### src/rtl/i2cfb_pkg.sv
// ----------------------------------------------------------------------------
// i2cfb_pkg: shared types and constants for the i2c command frame buffer
// Frame geometry, bus event codes and the transfer payload structs.
// ----------------------------------------------------------------------------
package i2cfb_pkg;

    // data bytes carried after the port and function bytes
    localparam int DATA_BYTES = 4;
    // ports below this value are valid
    localparam int PORT_COUNT = 8;

    localparam int FRAME_LEN  = DATA_BYTES + 2;
    localparam int IDX_W      = $clog2(FRAME_LEN);
    localparam int DATA_W     = 8 * DATA_BYTES;

    // bus event codes
    typedef enum logic [3:0] {
        CMD_ADDR_WRITE    = 4'd0,
        CMD_RX_ACK        = 4'd1,
        CMD_RX_NACK       = 4'd2,
        CMD_STOP          = 4'd3,
        CMD_ADDR_READ     = 4'd4,
        CMD_TX_ACK        = 4'd5,
        CMD_TX_DONE       = 4'd6,
        CMD_OTHER         = 4'd7,
        CMD_LOAD_RESPONSE = 4'd8
    } cmd_t;

    typedef struct packed {
        logic [3:0]        command;
        logic [7:0]        rx_byte;
        logic signed [7:0] ret_code;
        logic [7:0]        function_id;
        logic [31:0]       payload;
        logic              has_payload;
    } item_t;

    typedef struct packed {
        logic        ack_enable;
        logic [7:0]  tx_byte;
        logic        frame_ready;
        logic [7:0]  frame_port;
        logic [7:0]  frame_function;
        logic [31:0] frame_data;
        logic        bad_port;
    } result_t;

endpackage

### src/rtl/i2cfb_core.sv
// ----------------------------------------------------------------------------
// i2cfb_core: frame buffer, byte index and held frame registers
// Applies one bus event per strobe and presents the matching result.
// ----------------------------------------------------------------------------
module i2cfb_core (
    input  logic              clk,
    input  logic              rst_n,
    input  logic              step,
    input  i2cfb_pkg::item_t  item,
    output i2cfb_pkg::result_t result
);

    localparam logic [i2cfb_pkg::IDX_W-1:0] LAST_SLOT =
        i2cfb_pkg::IDX_W'(i2cfb_pkg::FRAME_LEN - 1);

    logic [7:0]                  buf_reg  [i2cfb_pkg::FRAME_LEN];
    logic [7:0]                  buf_next [i2cfb_pkg::FRAME_LEN];
    logic [i2cfb_pkg::IDX_W-1:0] idx_reg, idx_next;
    logic                        ready_reg, ready_next;
    logic [7:0]                  tx_reg, tx_next;
    logic [7:0]                  port_reg, port_next;
    logic [7:0]                  func_reg, func_next;
    logic [31:0]                 data_reg, data_next;

    logic                        ack;
    logic                        bad;
    logic [i2cfb_pkg::DATA_W-1:0] buf_data;
    logic [i2cfb_pkg::DATA_W-1:0] load_data;

    // data bytes of the buffer, little endian
    always_comb
    begin
        for (int k = 0; k < i2cfb_pkg::DATA_BYTES; k++)
        begin
            buf_data[8*k +: 8] = buf_reg[2 + k];
        end
    end

    // payload beyond four bytes loads as zero
    assign load_data = i2cfb_pkg::DATA_W'(item.payload);

    always_comb
    begin
        buf_next   = buf_reg;
        idx_next   = idx_reg;
        ready_next = ready_reg;
        tx_next    = tx_reg;
        port_next  = port_reg;
        func_next  = func_reg;
        data_next  = data_reg;
        ack        = 1'b1;
        bad        = 1'b0;
        unique case (item.command)
            i2cfb_pkg::CMD_ADDR_WRITE, i2cfb_pkg::CMD_TX_DONE:
            begin
                idx_next   = '0;
                ready_next = 1'b0;
            end
            i2cfb_pkg::CMD_RX_ACK, i2cfb_pkg::CMD_TX_ACK:
            begin
                if (idx_reg <= LAST_SLOT)
                begin
                    if (item.command == i2cfb_pkg::CMD_RX_ACK)
                        buf_next[idx_reg] = item.rx_byte;
                    else
                        tx_next = buf_reg[idx_reg];
                    if (idx_reg < LAST_SLOT)
                        idx_next = idx_reg + 1'b1;
                    else
                        ack = 1'b0;
                end
                else
                begin
                    ack = 1'b0;
                end
            end
            i2cfb_pkg::CMD_RX_NACK:
            begin
                idx_next = '0;
                ack      = 1'b0;
            end
            i2cfb_pkg::CMD_STOP:
            begin
                if (idx_reg == LAST_SLOT)
                begin
                    port_next = buf_reg[0];
                    if (buf_reg[0] < 8'(i2cfb_pkg::PORT_COUNT))
                    begin
                        ready_next = 1'b1;
                        func_next  = buf_reg[1];
                        data_next  = 32'(buf_data);
                    end
                    else
                    begin
                        ready_next = 1'b0;
                        bad        = 1'b1;
                    end
                    ack = 1'b0;
                end
                else
                begin
                    ready_next = 1'b0;
                end
            end
            i2cfb_pkg::CMD_ADDR_READ:
            begin
                tx_next  = buf_reg[0];
                idx_next = i2cfb_pkg::IDX_W'(1);
            end
            i2cfb_pkg::CMD_LOAD_RESPONSE:
            begin
                buf_next[0] = item.ret_code;
                buf_next[1] = item.function_id;
                for (int k = 0; k < i2cfb_pkg::DATA_BYTES; k++)
                begin
                    buf_next[2 + k] = item.has_payload ? load_data[8*k +: 8] : 8'd0;
                end
            end
            default:
            begin
            end
        endcase
    end

    always_ff @(posedge clk or negedge rst_n)
    begin
        if (!rst_n)
        begin
            for (int k = 0; k < i2cfb_pkg::FRAME_LEN; k++)
            begin
                buf_reg[k] <= 8'd0;
            end
            idx_reg   <= '0;
            ready_reg <= 1'b0;
            tx_reg    <= 8'd0;
            port_reg  <= 8'd0;
            func_reg  <= 8'd0;
            data_reg  <= 32'd0;
        end
        else if (step)
        begin
            buf_reg   <= buf_next;
            idx_reg   <= idx_next;
            ready_reg <= ready_next;
            tx_reg    <= tx_next;
            port_reg  <= port_next;
            func_reg  <= func_next;
            data_reg  <= data_next;
        end
    end

    assign result.ack_enable     = ack;
    assign result.tx_byte        = tx_next;
    assign result.frame_ready    = ready_next;
    assign result.frame_port     = port_next;
    assign result.frame_function = func_next;
    assign result.frame_data     = data_next;
    assign result.bad_port       = bad;

endmodule

### src/rtl/i2c_slave_command_frame_buffer_unit.sv
// ----------------------------------------------------------------------------
// i2c_slave_command_frame_buffer_unit: i2c slave fixed-length frame buffer
// Takes decoded bus events and reports acknowledge, transmit byte and the
// last frame received from the master.
// ----------------------------------------------------------------------------
// usage
//   item channel: one decoded bus event per transfer (item_valid/item_ready),
//     with the received byte and, for a load response, the reply fields
//   result channel: one result per event (result_valid/result_ready) giving
//     the acknowledge to drive, the byte for the next read slot, the held
//     frame and a bad port pulse
//   result path: the result of an event is registered in the result register or the skid register
//   throughput: one event per cycle while the skid entry is empty, set by the
//     single buffer update between the state registers and the result register
//   a two-entry output stage (result register plus skid register) keeps
//     events flowing while the receiver stalls; item_ready drops only when
//     both entries hold results that are not yet taken
//   reset clears the frame buffer, byte index, held frame and both output
//     entries at once; no event is lost or repeated across a stall
// ----------------------------------------------------------------------------
module i2c_slave_command_frame_buffer_unit (
    input  logic                clk,
    input  logic                rst_n,
    input  logic                item_valid,
    output logic                item_ready,
    input  i2cfb_pkg::item_t    item,
    output logic                result_valid,
    input  logic                result_ready,
    output i2cfb_pkg::result_t  result
);

    // result of the event on the item port
    i2cfb_pkg::result_t step_result;

    i2cfb_pkg::result_t out_reg;
    i2cfb_pkg::result_t skid_reg;
    logic               out_valid_reg;
    logic               skid_valid_reg;

    logic               push;
    logic               pop;

    // the skid entry is the last free slot, so accept while it is empty
    assign item_ready = !skid_valid_reg;
    assign push       = item_valid && item_ready;
    assign pop        = out_valid_reg && result_ready;

    // state only advances on an accepted transfer
    i2cfb_core u_core (
        .clk    (clk),
        .rst_n  (rst_n),
        .step   (push),
        .item   (item),
        .result (step_result)
    );

    // control of the two output entries
    always_ff @(posedge clk or negedge rst_n)
    begin
        if (!rst_n)
        begin
            out_valid_reg  <= 1'b0;
            skid_valid_reg <= 1'b0;
        end
        else if (pop)
        begin
            // skid refills the output; a push cannot coincide with a full skid
            if (skid_valid_reg)
                skid_valid_reg <= 1'b0;
            else
                out_valid_reg <= push;
        end
        else if (push)
        begin
            if (!out_valid_reg)
                out_valid_reg <= 1'b1;
            else
                skid_valid_reg <= 1'b1;
        end
    end

    // payload of the two output entries
    always_ff @(posedge clk)
    begin
        if (pop)
        begin
            if (skid_valid_reg)
                out_reg <= skid_reg;
            else if (push)
                out_reg <= step_result;
        end
        else if (push)
        begin
            if (!out_valid_reg)
                out_reg <= step_result;
            else
                skid_reg <= step_result;
        end
    end

    assign result_valid = out_valid_reg;
    assign result       = out_reg;

    // skid only ever holds the younger of two pending results
    a_skid_behind_out: assert property (@(posedge clk) disable iff (!rst_n)
        skid_valid_reg |-> out_valid_reg)
        else $error("skid entry valid without output entry");

    // an accepted transfer always leaves a result on offer
    a_push_shows: assert property (@(posedge clk) disable iff (!rst_n)
        push |=> out_valid_reg)
        else $error("accepted transfer left no result");

    // skid fills only when the output was held by a stall
    a_skid_on_stall: assert property (@(posedge clk) disable iff (!rst_n)
        $rose(skid_valid_reg) |-> $past(out_valid_reg && !result_ready && push))
        else $error("skid entry filled without a stall");

    // a bad port frame is never published and always answered with nack
    a_bad_port: assert property (@(posedge clk) disable iff (!rst_n)
        (out_valid_reg && out_reg.bad_port) |-> (!out_reg.frame_ready && !out_reg.ack_enable))
        else $error("bad port result with ready frame or ack");

endmodule
### config.mk
export PLATFORM = sky130hd
export DESIGN_NAME = i2c_slave_command_frame_buffer_unit
export DESIGN_NICKNAME = d
export VERILOG_FILES = /design/src/rtl/i2cfb_pkg.sv /design/src/rtl/i2cfb_core.sv /design/src/rtl/i2c_slave_command_frame_buffer_unit.sv
export SDC_FILE = /design/constraint.sdc
export NUM_CORES = 1
export LEC_CHECK = 0
export ABC_AREA = 1
export BUFFER_PORTS_ARGS = -buffer_cell sky130_fd_sc_hd__buf_2
export CAP_MARGIN = 0
export CORE_ASPECT_RATIO = 2
export CORE_MARGIN = 5
export CORE_UTILIZATION = 55
export CTS_CLUSTER_DIAMETER = 60
export DETAILED_ROUTE_END_ITERATION = 6
export PLACE_DENSITY = 0.76
export SETUP_SLACK_MARGIN = 0.1
export SLEW_MARGIN = 15
export SYNTH_ARGS = -nofsm -noshare
export SYNTH_HDL_FRONTEND = slang
export SYNTH_SLANG_ARGS = --single-unit
export TNS_END_PERCENT = 50
### constraint.sdc
create_clock -name clk -period 5.5 [get_ports clk]
set_input_delay 1.1 -clock clk [delete_from_list [all_inputs] [get_ports clk]]
set_output_delay 1.1 -clock clk [all_outputs]
set_load 0.03 [all_outputs]
## After elaboration in Yosys (flattened, before gate mapping)

Cells that the tools add are included.

| storage, ports and cells | value |
|---|---|
| output and inout bits | 61 |
| input bits | 65 |
| logic and storage cells | 116 |
| register bits | 228 |

| cells by class | value |
|---|---|
| add/sub/neg operators | 1 |
| multiplexer cells | 48 |
| magnitude comparators | 5 |
| equality and inequality tests | 13 |
| bitwise operators | 2 |
| reductions and logical operators | 19 |

Operators with widths:

| kind | count |
|---|---|
| $mux 59 | 5 |
| $mux 8 | 14 |
| $mux 32 | 3 |
| $mux 48 | 2 |
| $pmux 48 s2 | 1 |
| $bwmux 48 | 1 |
| $bmux 8 s3 | 1 |
| $demux 8 s3 | 1 |
| $pmux 8 s2 | 1 |
| $mux 1 | 14 |
| $eq 4x3->1 const B | 3 |
| $pmux 3 s3 | 1 |
| $eq 4x2->1 const B | 2 |
| $lt 8x4->1 const B | 1 |
| $ne 2x1->1 const B | 4 |
| $reduce_and 4->1 | 2 |
| $reduce_bool 2->1 | 4 |
| $mux 3 | 2 |
| $reduce_and 3->1 | 2 |
| $eq 4x1->1 const B | 1 |
| $eq 4x4->1 const B | 1 |
| $ge 4x4->1 const B | 1 |
| $logic_not 4->1 | 1 |
| $lt 4x1->1 const B | 1 |
| other kinds (15) | 19 |

## Logic depth before layout (Yosys ltp)

| depth | value |
|---|---|
| word-level depth | 10 |
| gate-level depth with buffers | 11 |

## Hierarchy

Synthesis repeated with hierarchy kept, for this count alone.

| unflattened totals | value |
|---|---|
| cells, all modules | 1,292 |
| area total of the unflattened synthesis | 11,061.9 um^2 |

Modules (own cells, without submodules):

| module | times used | area an instance (um^2) | cells an instance | sequential area each (um^2) |
|---|---|---|---|---|
| i2cfb_core | 1 | 6,673.9 | 968 | 2,702.6 |
| i2c_slave_command_frame_buffer_unit | 1 | 4,388.0 | 324 | 3,593.4 |

## Least setup slack after synthesis

OpenSTA, ideal clock, no wires.

| timing | value |
|---|---|
| kind | in2reg |
| start | input item_valid |
| end | register out_reg (netlist bit result[0]) (enable) |
| stages | 5 |
| slack | 0.474 ns |
| arrival | 4.531 ns |
| path through | nand2_1 buf_2 buf_2 buf_1 a21oi_1 |

| on the way | value |
|---|---|
| word-level cells in the longest chain between the ends | 3 |

RTL lines:

| what | RTL line | text |
|---|---|---|
| from (decl) | i2c_slave_command_frame_buffer_unit.sv:24 | `input logic item_valid,` |
| $logic_and 1x1->1 * | i2c_slave_command_frame_buffer_unit.sv:45 | `assign push = item_valid && item_ready;` |
| $reduce_bool 2->1 (no line) | n/a |  |
| $reduce_and 3->1 (no line) * | n/a |  |
| to (signal assigned) | i2c_slave_command_frame_buffer_unit.sv:88 | `out_reg <= skid_reg;` |
| to (signal assigned) | i2c_slave_command_frame_buffer_unit.sv:90 | `out_reg <= step_result;` |
| to (signal assigned) | i2c_slave_command_frame_buffer_unit.sv:95 | `out_reg <= step_result;` |
| to (decl) | i2c_slave_command_frame_buffer_unit.sv:35 | `i2cfb_pkg::result_t out_reg;` |

Mark *: on every way between the ends. The rest lies on a longest branch, timed or not.
A chain may end at the register's enable or synchronous reset.

## Worst setup path in the final report

| timing | value |
|---|---|
| start | input item_valid |
| end | register u_core.buf_reg (netlist bit u_core.buf_data[3]) |

| on the way | value |
|---|---|
| word-level cells in the longest chain between the ends | 2 |

RTL lines:

| what | RTL line | text |
|---|---|---|
| $logic_and 1x1->1 | i2c_slave_command_frame_buffer_unit.sv:45 |  |
| $reduce_and 4->1 (no line) | n/a |  |
| to (signal assigned) | i2cfb_core.sv:142 | `buf_reg <= buf_next;` |
| to (decl) | i2cfb_core.sv:16 | `logic [7:0] buf_reg [i2cfb_pkg::FRAME_LEN];` |

Every way passes these cells.

==> impl_metrics.env <==
export IMPL_cts_setup_buffers=0
export IMPL_cts_root_buf="clkbuf_16"
export IMPL_crit_arrival_ns=3.63
export IMPL_intPower_mw=3.55
export IMPL_max_cap_violations=0
export IMPL_tightestPinTransition_ns=1.11
export IMPL_skew_ns=0.0106
export IMPL_synth_seq_cells=228
export IMPL_routed_wl_um=27000
export IMPL_core_area_um2=19300
export IMPL_dr_pass1_iters=5
export IMPL_yosysTopAreaCell="edfxtp_1"
export IMPL_power_share_switching_pct=38.0
export IMPL_antenna_found_initial=0
export IMPL_end_kind="flop"
export IMPL_critPathMaxStageDelay_ns=0.83
export IMPL_grt_pass1_vias=8064
export IMPL_status="completed"
export IMPL_nets=1377
export IMPL_htreeDepth=1
export IMPL_p_comb_share_pct=32.5
export IMPL_vias_per_cell=5.27
export IMPL_synthTopCellsByArea="edfxtp_1 33%, dfrtp_1 26%, nand2_1 14%, inv_1 5.6%, o21ai_1 4.7%"
export IMPL_vias=8348
export IMPL_place_ws_ns=1.78
export IMPL_die_height_um=207
export IMPL_port_buffers=125
export IMPL_areaGrowthSynthToFinish_pct=13.0
export IMPL_stdcell_area_um2=12100
export IMPL_synth_edf_count=118
export IMPL_switching_power_mw=2.18
export IMPL_yosysTopAreaCellShare_pct=33.1
export IMPL_dp_hpwl_um=19200
export IMPL_hold_viol_final=0
export IMPL_placed_area_um2=11400
export IMPL_seq_area_frac_synth_pct=58.9
export IMPL_p_seq_share_pct=43.6
export IMPL_worstSetupPathType="primary input to flop"
export IMPL_place_gp_congestion=0.976
export IMPL_post_drt_wl_per_cell_um=17.1
export IMPL_clock_latency_ns=0.49
export IMPL_cts_buffers=20
export IMPL_critPathMaxFanout=22
export IMPL_rsz0062_at_grt="false"
export IMPL_synth_most_common_cell="nand2_1"
export IMPL_fin_crit_sh_pct=59.1
export IMPL_grt_pass1_wl_um=41600
export IMPL_grt_remaining_overflow=0
export IMPL_crit_path_start_kind="primary input"
export IMPL_slew_viol_final=0
export IMPL_ir_worst_vdd_mv=0.397
export IMPL_clockPowerShare_pct=23.9
export IMPL_syn_num_nets=1277
export IMPL_ys_async_sr_fraction_pct=48.2
export IMPL_ys_top_cells_by_count="404 x nand2_1, 159 x inv_1, 118 x edfxtp_1"
export IMPL_die_area_um2=22500
export IMPL_synthFlopType="edfxtp_1"
export IMPL_start_util_pct=55.5
export IMPL_post_cts_resized=0
export IMPL_netlist_area_um2=10700
export IMPL_finalWorstSetupSlack_ns=2.25
export IMPL_track_usage_pct=23.8
export IMPL_syn_area_per_cell_um2=8.84
export IMPL_clk_path_buf_depth=3
export IMPL_ant_nets=0
export IMPL_required_ns=5.88
export IMPL_crit_path_cell_trace="buf_2, nand2_2, inv_1, o21ai_1, a21oi_2, nand2_1, o21ai_0"
export IMPL_clock_sinks=228
export IMPL_num_antenna_cells=0
export IMPL_relSlewSlack_pct=26.3
export IMPL_synthCells=1210
export IMPL_rows=72
export IMPL_hp_class="flop to flop"
export IMPL_setup_viol=0
export IMPL_fmax_mhz=308
export IMPL_synth_cell_types=31
export IMPL_cp_slowest_cell="a21oi_2"
export IMPL_die_x_um=109
export IMPL_tns_ns=0
export IMPL_power_density_nw_per_um2=474
export IMPL_layout_drive_gt1_share_pct=16.3
export IMPL_ctsHoldBuffers=0
export IMPL_cts_tree="built"
export IMPL_yosysWarnings=0
export IMPL_drt_initial_drc_count=532
export IMPL_drc_errors=0
export IMPL_fin_crit_ns=3.25
export IMPL_path_clk_slew_ns=0.07
export IMPL_grt_max_degree=101
export IMPL_pin_count=126
export IMPL_p_leak_nw=5.91
-- worst max-delay path, delay by kind of cell --
| kind | cells | cell delay (ns) |
|---|---|---|
| AOI/OAI and AO/OA | 3 | 1.37 |
| and+or+nand+nor | 2 | 0.60 |
| buffers and inverters | 2 | 0.54 |
-- power by group through the flow --
stage	sequential, mW	clock [mW]	combinational (mW)
3_5_place_dp	2.53	0	1.87
6_report	2.50	1.37	1.86
3_3_place_gp	2.52	0	1.83
5_1_grt	2.53	1.47	2.06
2_1_floorplan	2.82	0	1.03
4_1_cts	2.50	1.39	1.88
-- area by class of cell --
| class | instances | area (µm²) |
|---|---|---|
| clock inverter | 4 | 22.5 |
| timing repair buffer | 134 | 696 |
| fill | 1715 | 7190 |
| multi-input combinational | 764 | 3520 |
| sequential | 228 | 6300 |
| inverter | 162 | 608 |
| tap | 259 | 324 |
| clock buffer | 32 | 618 |
-- through the flow --
step                      hold slack (ns)  std cells  util [%]  power (mW)
after detailed placement            0.466       1547      59.4        4.39
after global placement              0.462       1547      59.4        4.35
final                               0.484       1583      62.7        5.73
after CTS                           0.484       1583      62.7        5.77
after global routing                0.502       1583      62.7        6.05
after floorplan                     0.449       1210         -        3.85
-- per-layer routing --
metal,global-route usage [%],vias to the layer above,wire [µm]
li1,-,4105,-
met1,27.4,3891,9850
met2,43.8,286,14500
met3,2.40,66,1470
met4,10.1,0,1150
met5,0,-,0
-- kinds of logic (layout without fill, tap and decap cells) --
group	Yosys count	in the layout	synth area share [%]
buf+inv	218	332	8.57
flops	228	228	58.9
fa+ha+maj	2	2	0.234
xor+xnor	1	1	0.0819
compound gates	237	237	12.6
simple gates	524	524	19.7
-- layout by cell type, fill, tap and decap left out, types with 2 or more instances in the layout --
master     synthesis  routed
clkbuf_8           0       3
nor2_1            52      49
o21ai_0           34      34
o21ai_2           30      30
clkbuf_1          20       7
o31ai_1            2       2
clkinv_2           0       3
a31oi_1            3       3
inv_2              3       3
buf_4             10      10
nand2_1          404     402
nand2_2            8      10
ha_1               2       2
a21oi_1           42      41
nand4_1            7       7
clkbuf_16          0      22
nor2_4             1       4
o21ai_1          100     100
nor3_1             2       2
edfxtp_1         118     118
dfrtp_1          110     110
o22ai_1           24      24
nand3_1           46      46
buf_2             19     124
inv_1            159     159
-- final timing paths --
check / startpoint / endpoint / slack, ns / cells after the start
setup / recovery: item_valid / u_core.buf_data[3]$_DFFE_PN0P_ / 2.25 / 7
hold / removal: u_core.port_reg[2]$_DFFE_PN0P_ / u_core.port_reg[2]$_DFFE_PN0P_ / 0.48 / 2
setup reg to reg: skid_valid_reg$_DFFE_PN0P_ / u_core.buf_data[3]$_DFFE_PN0P_ / 2.44 / 7
hold reg to reg: u_core.port_reg[2]$_DFFE_PN0P_ / u_core.port_reg[2]$_DFFE_PN0P_ / 0.48 / 2
max in group asynchronous: rst_n / u_core.buf_reg[46]$_DFFE_PN0P_ / 3.64 / 2
min in group asynchronous: rst_n / u_core.tx_reg[0]$_DFFE_PN0P_ / 0.72 / 1
No activity file was read; power rests on OpenSTA's default activity.
